**src/rtl/core/ssf_pkg.sv**
```systemverilog
// ----------------------------------------------------------------------------
// ssf_pkg
// Shared types and constants for the steering and speed command framer.
// ----------------------------------------------------------------------------
package ssf_pkg;

  localparam int unsigned AngleW = 12;
  localparam int unsigned SpeedW = 16;
  localparam int unsigned ByteW  = 8;
  localparam int unsigned CfgW   = 12;
  localparam int unsigned AddrW  = 3;

  // Configuration register indexes
  typedef enum logic [AddrW-1:0] {
    REG_CENTER_ANGLE = 3'd0,
    REG_ANGLE_GAIN   = 3'd1,
    REG_ANGLE_MIN    = 3'd2,
    REG_ANGLE_MAX    = 3'd3,
    REG_SPEED_RATIO  = 3'd4,
    REG_HEADER_BYTE  = 3'd5
  } ssf_reg_e;

  // Byte positions inside one command frame
  typedef enum logic [2:0] {
    BYTE_HEADER   = 3'd0,
    BYTE_ANGLE_HI = 3'd1,
    BYTE_ANGLE_LO = 3'd2,
    BYTE_SPEED_HI = 3'd3,
    BYTE_SPEED_LO = 3'd4,
    BYTE_PAD0     = 3'd5,
    BYTE_PAD1     = 3'd6,
    BYTE_CSUM     = 3'd7
  } ssf_byte_e;

  // One finished frame, ready for serialization
  typedef struct packed {
    logic [ByteW-1:0]  header;
    logic [AngleW-1:0] angle;
    logic [SpeedW-1:0] speed;
    logic [ByteW-1:0]  csum;
  } ssf_frame_t;

endpackage

```
**src/rtl/core/ssf_frame_tx.sv**
```systemverilog
// ----------------------------------------------------------------------------
// ssf_frame_tx
// Holds one finished frame and sends it out one byte per transfer.
// ----------------------------------------------------------------------------
module ssf_frame_tx (
  input  logic                     clk_i,
  input  logic                     rst_ni,
  input  logic                     load_i,
  input  ssf_pkg::ssf_frame_t      frame_i,
  output logic                     ready_o,
  output logic                     out_valid_o,
  input  logic                     out_stall_i,
  output logic [ssf_pkg::ByteW-1:0] frame_byte_o,
  output logic                     last_byte_o
);

  ssf_pkg::ssf_frame_t frame_q;
  logic                valid_q;
  ssf_pkg::ssf_byte_e  pos_q;
  logic                xfer;
  logic                done;

  assign xfer    = valid_q && !out_stall_i;
  assign done    = xfer && (pos_q == ssf_pkg::BYTE_CSUM);
  assign ready_o = !valid_q || done;

  always_ff @(posedge clk_i or negedge rst_ni) begin
    if (!rst_ni) begin
      valid_q <= 1'b0;
      pos_q   <= ssf_pkg::BYTE_HEADER;
    end else if (load_i && ready_o) begin
      valid_q <= 1'b1;
      pos_q   <= ssf_pkg::BYTE_HEADER;
    end else if (done) begin
      valid_q <= 1'b0;
    end else if (xfer) begin
      pos_q <= ssf_pkg::ssf_byte_e'(pos_q + 3'd1);
    end
  end

  always_ff @(posedge clk_i) begin
    if (load_i && ready_o) begin
      frame_q <= frame_i;
    end
  end

  always_comb begin
    unique case (pos_q)
      ssf_pkg::BYTE_HEADER:   frame_byte_o = frame_q.header;
      ssf_pkg::BYTE_ANGLE_HI: frame_byte_o = {4'd0, frame_q.angle[11:8]};
      ssf_pkg::BYTE_ANGLE_LO: frame_byte_o = frame_q.angle[7:0];
      ssf_pkg::BYTE_SPEED_HI: frame_byte_o = frame_q.speed[15:8];
      ssf_pkg::BYTE_SPEED_LO: frame_byte_o = frame_q.speed[7:0];
      ssf_pkg::BYTE_PAD0:     frame_byte_o = 8'd0;
      ssf_pkg::BYTE_PAD1:     frame_byte_o = 8'd0;
      ssf_pkg::BYTE_CSUM:     frame_byte_o = frame_q.csum;
      default:                frame_byte_o = 8'd0;
    endcase
  end

  assign out_valid_o = valid_q;
  assign last_byte_o = (pos_q == ssf_pkg::BYTE_CSUM);

endmodule

```
**src/rtl/core/steer_speed_command_framer_core.sv**
```systemverilog
// Flow: an accepted request passes the input register and the product stage
//   into the frame register, which shows its header byte; bytes follow one per
//   cycle unless out_stall_i holds them, and the input register and product
//   stage refill while a frame drains.
// Reset: config registers return to their defaults and all stages empty.
// ----------------------------------------------------------------------------
// steer_speed_command_framer_core
// Turns (turn rate, linear speed) requests into eight-byte command frames:
// header, steering angle hi/lo, speed hi/lo, two zero bytes, checksum.
// ----------------------------------------------------------------------------
module steer_speed_command_framer_core (
  input  logic                      clk_i,
  input  logic                      rst_ni,
  // configuration write port
  input  logic                      cfg_we_i,
  input  logic [ssf_pkg::AddrW-1:0] cfg_addr_i,
  input  logic [ssf_pkg::CfgW-1:0]  cfg_wdata_i,
  // request channel
  input  logic                      in_valid_i,
  output logic                      in_stall_o,
  input  logic signed [15:0]        turn_rate_i,
  input  logic signed [15:0]        linear_speed_i,
  // frame byte channel
  output logic                      out_valid_o,
  input  logic                      out_stall_i,
  output logic [7:0]                frame_byte_o,
  output logic                      last_byte_o
);

  localparam logic [11:0] CenterRst = 12'd1391;
  localparam logic [11:0] GainRst   = 12'd652;
  localparam logic [11:0] MinRst    = 12'd800;
  localparam logic [11:0] MaxRst    = 12'd1800;
  localparam logic [7:0]  RatioRst  = 8'd19;
  localparam logic [7:0]  HeaderRst = 8'hAA;

  // --------------------------------------------------------------------------
  // Config registers: the user writes only while the block is idle; unenforced.
  // --------------------------------------------------------------------------
  logic [11:0] center_q, gain_q, min_q, max_q;
  logic [7:0]  ratio_q, header_q;

  always_ff @(posedge clk_i or negedge rst_ni) begin
    if (!rst_ni) begin
      center_q <= CenterRst;
      gain_q   <= GainRst;
      min_q    <= MinRst;
      max_q    <= MaxRst;
      ratio_q  <= RatioRst;
      header_q <= HeaderRst;
    end else if (cfg_we_i) begin
      unique case (cfg_addr_i)
        ssf_pkg::REG_CENTER_ANGLE: center_q <= cfg_wdata_i;
        ssf_pkg::REG_ANGLE_GAIN:   gain_q   <= cfg_wdata_i;
        ssf_pkg::REG_ANGLE_MIN:    min_q    <= cfg_wdata_i;
        ssf_pkg::REG_ANGLE_MAX:    max_q    <= cfg_wdata_i;
        ssf_pkg::REG_SPEED_RATIO:  ratio_q  <= cfg_wdata_i[7:0];
        ssf_pkg::REG_HEADER_BYTE:  header_q <= cfg_wdata_i[7:0];
        default: ;  // drop writes to unknown indexes
      endcase
    end
  end

  // --------------------------------------------------------------------------
  // Stage handshakes: each stage advances when the next one is empty or
  // draining in the same cycle.
  // --------------------------------------------------------------------------
  logic in_valid_q, prod_valid_q;
  logic tx_ready, prod_ready, in_ready;

  assign prod_ready = !prod_valid_q || tx_ready;
  assign in_ready   = !in_valid_q || prod_ready;
  assign in_stall_o = !in_ready;

  // --------------------------------------------------------------------------
  // Input register
  // --------------------------------------------------------------------------
  logic signed [15:0] turn_q, lin_q;

  always_ff @(posedge clk_i or negedge rst_ni) begin
    if (!rst_ni) begin
      in_valid_q <= 1'b0;
    end else if (in_ready) begin
      in_valid_q <= in_valid_i;
    end
  end

  always_ff @(posedge clk_i) begin
    if (in_ready && in_valid_i) begin
      turn_q <= turn_rate_i;
      lin_q  <= linear_speed_i;
    end
  end

  // --------------------------------------------------------------------------
  // Product stage: gain (Q0.12) * turn rate and ratio (Q0.8) * speed.
  // Gain, ratio zero-extend; rate, speed sign-extend to product width; no wrap.
  // --------------------------------------------------------------------------
  logic signed [28:0] gprod_d, gprod_q;
  logic signed [23:0] sprod_d, sprod_q;
  logic               stop_q;

  assign gprod_d = $signed({17'd0, gain_q}) * $signed({{13{turn_q[15]}}, turn_q});
  assign sprod_d = $signed({16'd0, ratio_q}) * $signed({{8{lin_q[15]}}, lin_q});

  always_ff @(posedge clk_i or negedge rst_ni) begin
    if (!rst_ni) begin
      prod_valid_q <= 1'b0;
    end else if (prod_ready) begin
      prod_valid_q <= in_valid_q;
    end
  end

  always_ff @(posedge clk_i) begin
    if (prod_ready && in_valid_q) begin
      gprod_q <= gprod_d;
      sprod_q <= sprod_d;
      stop_q  <= (lin_q == 16'sd0);
    end
  end

  // --------------------------------------------------------------------------
  // Frame assembly: floor, clamp, truncate, checksum.
  // --------------------------------------------------------------------------
  logic signed [28:0] steer_num;
  logic signed [16:0] steer_floor, steer_hi, steer_clamp;
  logic signed [24:0] spd_adj;
  logic [11:0]        angle;
  logic [15:0]        speed;
  ssf_pkg::ssf_frame_t frame_d;

  // Steering numerator in Q.12; the arithmetic shift by 12 is a floor.
  assign steer_num   = $signed({5'd0, center_q, 12'd0}) - gprod_q;
  assign steer_floor = steer_num[28:12];

  // Apply the max clamp first, then the min clamp; crossed bounds give min.
  always_comb begin
    steer_hi    = (steer_floor > $signed({5'd0, max_q})) ? $signed({5'd0, max_q})
                                                         : steer_floor;
    steer_clamp = (steer_hi < $signed({5'd0, min_q})) ? $signed({5'd0, min_q})
                                                      : steer_hi;
  end

  // Bias a negative product by 255 so the shift truncates toward zero.
  assign spd_adj = {sprod_q[23], sprod_q} + (sprod_q[23] ? 25'sd255 : 25'sd0);

  // Stop frame: center angle unclamped, zero speed.
  assign angle = stop_q ? center_q : steer_clamp[11:0];
  assign speed = stop_q ? 16'd0 : spd_adj[23:8];

  always_comb begin
    frame_d.header = header_q;
    frame_d.angle  = angle;
    frame_d.speed  = speed;
    frame_d.csum   = header_q + {4'd0, angle[11:8]} + angle[7:0]
                   + speed[15:8] + speed[7:0];
  end

  // --------------------------------------------------------------------------
  // Frame register and byte serializer
  // --------------------------------------------------------------------------
  ssf_frame_tx u_frame_tx (
    .clk_i        (clk_i),
    .rst_ni       (rst_ni),
    .load_i       (prod_valid_q),
    .frame_i      (frame_d),
    .ready_o      (tx_ready),
    .out_valid_o  (out_valid_o),
    .out_stall_i  (out_stall_i),
    .frame_byte_o (frame_byte_o),
    .last_byte_o  (last_byte_o)
  );

endmodule

```
**config.mk**
```make
export PLATFORM = sky130hd
export DESIGN_NAME = steer_speed_command_framer_core
export DESIGN_NICKNAME = d
export VERILOG_FILES = /design/src/rtl/core/ssf_pkg.sv /design/src/rtl/core/ssf_frame_tx.sv /design/src/rtl/core/steer_speed_command_framer_core.sv
export SDC_FILE = /design/constraint.sdc
export NUM_CORES = 1
export LEC_CHECK = 0
export ABC_AREA = 1
export BUFFER_PORTS_ARGS = -buffer_cell sky130_fd_sc_hd__buf_2
export CORE_MARGIN = 5
export CORE_UTILIZATION = 59
export CTS_CLUSTER_DIAMETER = 30
export DETAILED_ROUTE_END_ITERATION = 10
export GPL_TIMING_DRIVEN = 0
export PLACE_DENSITY = 0.81
export SLEW_MARGIN = 15
export SYNTH_ARGS = -nofsm -noshare
export SYNTH_HDL_FRONTEND = slang
export SYNTH_SLANG_ARGS = --single-unit
```
**constraint.sdc**
```tcl
create_clock -name clk_i -period 7.2 [get_ports clk_i]
set_input_delay 1.8 -clock clk_i [delete_from_list [all_inputs] [get_ports clk_i]]
set_output_delay 1.8 -clock clk_i [all_outputs]
set_load 0.01 [all_outputs]
```
==> metrics.yaml, run 1 <==
run_status:
  outcome: "finished with violations"
  violations: "negative setup slack"
logic_synthesis:
  synth_area_mm2: 0.0221
  synth_nets: 3129
  synthSimpleGateAreaFrac_pct: 15.5
  ys.flop_type: "edfxtp_1"
  synthAdderAreaFrac_pct: 36.5
  muxShareOfSynthArea_pct: 0
  synthCells: 2609
  synthArstFlopShare_pct: 35.0
  synth_top_family_by_area: "adder cells"
  synth-xor-area-share_pct: 2.98
  synth-seq-cells: 200
  synth.avg_cell_area_um2: 8.47
  netlist-cell-type-count: 53
  synth_compound_area_share_pct: 5.76
  ys_warn_count: 0
  seq_area_frac_synth_pct: 25.7
  synth_edf_count: 130
sta:
  tightest_slew_ns: 0.951
  setup_viol: 5
  skew_ns: 0.0137
  finalCritPeriodShare_pct: 114
  finalHoldViolations: 0
  grt_setup_unrepaired: "true"
  slew_viol_final: 0
  clock.fmax_ghz: 0.122
  period_needed_ns: 8.19
  layout_setup_ws_ns: -0.991
  relSlewSlack_pct: 36.1
cells_and_area:
  final_cell_area_mm2: 0.0247
  diodes: 0
  seqCellArea_mm2: 0.00569
  multi_input_area_mm2: 0.0140
  instances_no_fill: 3235
  syn_to_final_growth_pct: 11.8
  drive_above_1_share_pct: 11.0
  fillers: 2795
  num-nets-final: 3274
route:
  drt-initial-drc-count: 1545
  routed_via_density: 5.43
  routed_wirelength_um: 55900
  postRouteAntennaNets: 0
  wire_per_inst_um: 17.3
  first_pass_iters: 6
  vias: 17600
  drc: 0
floorplanning:
  ios: 63
  dieArea_mm2: 0.0414
  core_mm2: 0.0368
  die_h_um: 204
  initial_core_util_pct: 60.1
  row_count: 70
  die_x_um: 204
place:
  place_congestion: 0.939
  postPlaceCellArea_mm2: 0.0232
  place_hpwl_um: 43000
  preCtsSetupSlack_ns: -1.31
  numPortBuffers: 62
  dp.cells: 3142
global_routing:
  track_usage_pct: 27.6
  grt_overflow: 0
  antenna_found_initial: 0
  grt_pass1_vias: 18500
  grt_pass1_wl_um: 91000
  grt_max_degree: 65
min_path:
  min_to: "u_frame_tx.frame_q[42]"
  hp-class: "reg2reg"
  hold_start: "header_q[6]"
  min_path_cells: 0
clock_tree:
  clock_sink_count: 200
  cts.htree.levels: 4
  clk_latency_ns: 0.46
  root_buffer: "clkbuf_16"
  cts_buffers: 17
  clkTransAtPathRegs_ns: 0.09
  cts_tree: "built"
  cts_buffer_depth: 2
setup_path:
  r2r_cells: 52
  cpMostUsedCell: "nand2_1"
  critPathRequiredTime_ns: 7.43
  worst_setup_path_end_kind: "flip-flop"
  crit_path_max_incr_delay_ns: 0.52
  arrival_ns: 8.42
  regToRegEndpoint: "u_frame_tx.frame_q[7]"
  cp_slowest_cell: "fa_1"
  rrSetupSlack_ns: -0.99
  cp_max_fo: 5
  worstSetupPathType: "reg2reg"
  critPathLaunchType: "flip-flop"
  rr_startpoint: "gprod_q[7]"
job:
  drv_cap: 0
==> timing repair <==
action	CTS	global route
buffers inserted	43	22
hold endpoints to repair	0	0
pin swaps	45	59
setup endpoints to repair	6	7
gates cloned	2	0
resized for setup	71	54
hold buffers	0	0
==> synth_stat cells, drive strengths merged, types with 3 or more instances <==
master,n,area [um^2]
inv,698,2620
nand2,655,2490
fa,295,5910
ha,173,2160
edfxtp,130,3900
o21ai,104,521
clkbuf,90,338
nor2,85,334
a21oi,78,390
nand3,57,290
xor2,48,439
dfrtp,44,1100
dfstp,26,683
xnor2,25,219
nor3,18,90.1
nand4,13,87.6
a31oi,10,68.8
nor4,9,56.3
a221oi,6,52.6
o21bai,6,45.0
o31ai,4,30.0
a22o,3,26.3
nand3b,3,22.5
o211ai,3,27.5
o21a,3,22.5
or2,3,18.8
==> metal layers <==
layer / global-route usage (%) / vias up / part of all wire (%)
li1: - / 8090 / -
met1: 36.1 / 8460 / 39
met2: 45.8 / 843 / 48
met3: 6.36 / 188 / 9.3
met4: 9.37 / 0 / 3.6
met5: 0 / - / 0
==> cell families (layout without fill, tap and decap cells) <==
| group | count (synthesis) | after routing |
|---|---|---|
| DFF | 200 | 200 |
| adders and majority gates | 468 | 468 |
| and+or+nand+nor | 849 | 849 |
| buffers and inverters | 791 | 949 |
| xor gates and xnor gates | 73 | 73 |
| AOI/OAI and AO/OA | 228 | 228 |
==> flip-flops by register name, summed over array words and instances (netlist names), 16 cells and up <==
register and count:
u_frame_tx.frame_q 44, gprod_q 29, sprod_q 24, lin_q 16, turn_q 16
==> worst max-delay path by stage <==
stage                startpoint                     to  slack, ns
detailed placement   gprod_q[3]  u_frame_tx.frame_q[7]      -1.31
global placement    gprod_q[11]  u_frame_tx.frame_q[7]      -1.28
CTS                  gprod_q[4]  u_frame_tx.frame_q[7]      -0.86
floorplan           center_q[3]  u_frame_tx.frame_q[7]      -0.12
finish               gprod_q[7]  u_frame_tx.frame_q[7]      -0.99
global route         gprod_q[4]  u_frame_tx.frame_q[7]      -1.37
==> area by class of cell <==
type                       instances  share of cell area [%]
inverter                         699                    10.6
timing repair buffer             126                    3.51
clock inverter                    15                   0.744
sequential                       200                    23.0
multi-input combinational       1618                    56.5
tap                              468                    2.37
clock buffer                      17                    1.72
buffer                            92                    1.52
==> cell usage in the layout, fill, tap and decap left out, types with 10 or more instances in the layout <==
cell type	netlist	layout
buf_4	0	54
nor2_2	0	10
o21ai_2	0	10
nand3_1	56	52
nand2_1	648	630
buf_2	0	61
nor2_1	83	71
ha_1	173	161
inv_1	695	685
a21oi_1	78	68
dfrtp_1	44	44
clkbuf_16	0	17
xor2_1	47	45
nand2_2	5	20
clkbuf_1	90	87
xnor2_1	25	22
nand4_1	12	12
o21ai_0	98	87
nor3_1	18	17
dfstp_2	26	26
inv_2	2	12
edfxtp_1	130	130
ha_4	0	11
fa_1	295	293
==> metrics by stage <==
stage                     setup TNS, ns  hold slack [ns]  util, %
after global routing              -4.21            0.506     67.2
after global placement            -4.02            0.465     62.8
after CTS                         -2.49            0.482     66.3
after detailed placement          -4.17            0.466     63.0
final                             -2.60            0.485     67.2
after floorplan                  -0.120            0.447        -
==> critical path, delay by kind of cell, from the launching register on <==
family / cells / cell delay, ns
AND/OR/NAND/NOR: 29 / 2.70
AO/OA/AOI/OAI: 9 / 1.43
adder cells (fa/ha/maj): 7 / 2.57
flip-flops: 1 / 0.42
buffers and inverters: 5 / 0.50
XOR/XNOR: 2 / 0.33
Power of run 1 is left out: the tool's default activity adds up to more than one toggle a clock period on the data nets, which glitch-free logic cannot reach.
==> run 2: changes to the inputs <==
--- a/config.mk
+++ b/config.mk
@@ -13,6 +13,7 @@
 export DETAILED_ROUTE_END_ITERATION = 10
 export GPL_TIMING_DRIVEN = 0
 export PLACE_DENSITY = 0.81
+export SKIP_CTS_REPAIR_TIMING = 1
 export SLEW_MARGIN = 15
 export SYNTH_ARGS = -nofsm -noshare
 export SYNTH_HDL_FRONTEND = slang
==> run 2 against run 1 <==
Compared with the run above:
- the flow still finishes with violations (negative setup slack)
- critical path depth stayed put
- wire length is 1.6% lower
- sequential cell count stayed put
- critical path type unchanged
- sequential share of layout area is 0.32 points higher
- die area stayed put
- global-route usage is 0.59 points lower
- via count is 1.2% lower
==> metrics.yaml, run 2 (same netlist as run 1, synthesis figures left out) <==
run_status:
  outcome: "finished with violations"
  violations: "negative setup slack"
clock_tree:
  clk_latency_ns: 0.47
  cts_buffers: 17
  clkTransAtPathRegs_ns: 0.09
  cts_tree: "built"
  root_buffer: "clkbuf_16"
  cts.htree.levels: 4
  cts_buffer_depth: 2
  clock_sink_count: 200
job:
  drv_cap: 0
cells_and_area:
  largest_register_ffs: 44
  regMostFlops: "u_frame_tx.frame_q"
  final_cell_mix: "inv_1 (690), nand2_1 (636), fa_1 (294)"
  syn_to_final_growth_pct: 10.3
  reg_top3: "u_frame_tx.frame_q (44), gprod_q (29), sprod_q (24)"
  final_cell_area_mm2: 0.0244
  layout_commonest_cell: "inv_1"
  num-nets-final: 3242
  diodes: 0
  drive_above_1_share_pct: 9.21
  post-route-util_pct: 66.3
  fillers: 2864
min_path:
  min_to: "prod_valid_q"
  hold_start: "in_valid_q"
  hp-class: "reg2reg"
  min_path_cells: 2
setup_path:
  worst_setup_path_end_kind: "flip-flop"
  r2r_cells: 52
  regToRegEndpoint: "u_frame_tx.frame_q[7]"
  cpMostUsedCell: "nand2_1"
  crit_path_max_incr_delay_ns: 0.53
  cp_max_fo: 8
  rr_startpoint: "gprod_q[4]"
  arrival_ns: 8.46
  critPathLaunchType: "flip-flop"
  worstSetupPathType: "reg2reg"
  cp_slowest_cell: "fa_1"
  rrSetupSlack_ns: -1.02
  critPathRequiredTime_ns: 7.44
route:
  vias: 17400
  postRouteAntennaNets: 0
  wire_per_inst_um: 17.2
  drc: 0
  routed_wirelength_um: 55000
  drt-initial-drc-count: 1495
  routed_via_density: 5.42
  first_pass_iters: 9
floorplanning:
  ios: 63
  initial_core_util_pct: 60.1
  row_count: 70
  core_mm2: 0.0368
  die_x_um: 204
  dieArea_mm2: 0.0414
  die_h_um: 204
sta:
  relSlewSlack_pct: 36.2
  layout_setup_ws_ns: -1.02
  finalCritPeriodShare_pct: 114
  finalHoldViolations: 0
  setup_viol: 5
  clock.fmax_ghz: 0.122
  tightest_slew_ns: 0.949
  grt_setup_unrepaired: "true"
  slew_viol_final: 0
  period_needed_ns: 8.22
  skew_ns: 0.0120
place:
  place_congestion: 0.939
  place_hpwl_um: 43000
  postPlaceCellArea_mm2: 0.0232
  preCtsSetupSlack_ns: -1.31
  numPortBuffers: 62
global_routing:
  met2_usage_pct: 44.8
  track_usage_pct: 27.0
  grt_max_degree: 65
  grt-busiest-layer: "met2"
  grt_util_met1_pct: 35.9
  antenna_found_initial: 0
  grt_use_met3_pct: 6.04
  grt_overflow: 0
  grt_pass1_wl_um: 89100
  grt_pass1_vias: 18000
run 2: cell types whose count changed in the layout (fill, tap and decap cells not counted), moves of 4 or more:
cell     delta
nand2_1     +6
buf_6       -8
buf_4      -25
o21ai_2     -4
inv_2       -5
inv_1       +5
nand2_2     -6
run 2: how the worst max path moves through the flow:
stage,startpoint,to,depth (start not counted)
after floorplan,center_q[3],u_frame_tx.frame_q[7],51
after global placement,gprod_q[11],u_frame_tx.frame_q[7],51
after detailed placement,gprod_q[3],u_frame_tx.frame_q[7],51
after CTS,gprod_q[3],u_frame_tx.frame_q[7],51
after global routing,gprod_q[5],u_frame_tx.frame_q[7],51
final,gprod_q[4],u_frame_tx.frame_q[7],52
run 2: area by class of cell:
type | instances | area (um^2) | share of cell area, %
Buffer | 92 | 377 | 1.55
Clock buffer | 17 | 425 | 1.75
Clock inverter | 15 | 184 | 0.755
Inverter | 699 | 2630 | 10.8
Multi-Input combinational cell | 1618 | 13900 | 56.9
Sequential cell | 200 | 5690 | 23.3
Tap cell | 468 | 586 | 2.40
Timing Repair Buffer | 94 | 616 | 2.53
run 2: through the flow:
stage	std cells	hold slack (ns)	TNS [ns]
after floorplan	2609	0.447	-0.120
after global placement	3139	0.465	-4.02
after detailed placement	3142	0.466	-4.17
after CTS	3174	0.482	-4.51
after global routing	3203	0.509	-4.31
final	3203	0.490	-2.39
run 2: worst max-delay path: cells and delay by family (launching register included):
kind	cells	cell delay, ns
compound gates	10	1.66
xor+xnor	2	0.44
fa+ha+maj	7	2.56
buf+inv	6	0.54
flops	1	0.45
simple gates	27	2.32
run 2: per-layer routing:
metal,wire length (um),up-vias
li1,-,8021
met1,22200,8408
met2,26300,779
met3,4710,156
met4,1730,0
met5,0,-
Power of run 2 is left out for the same reason.
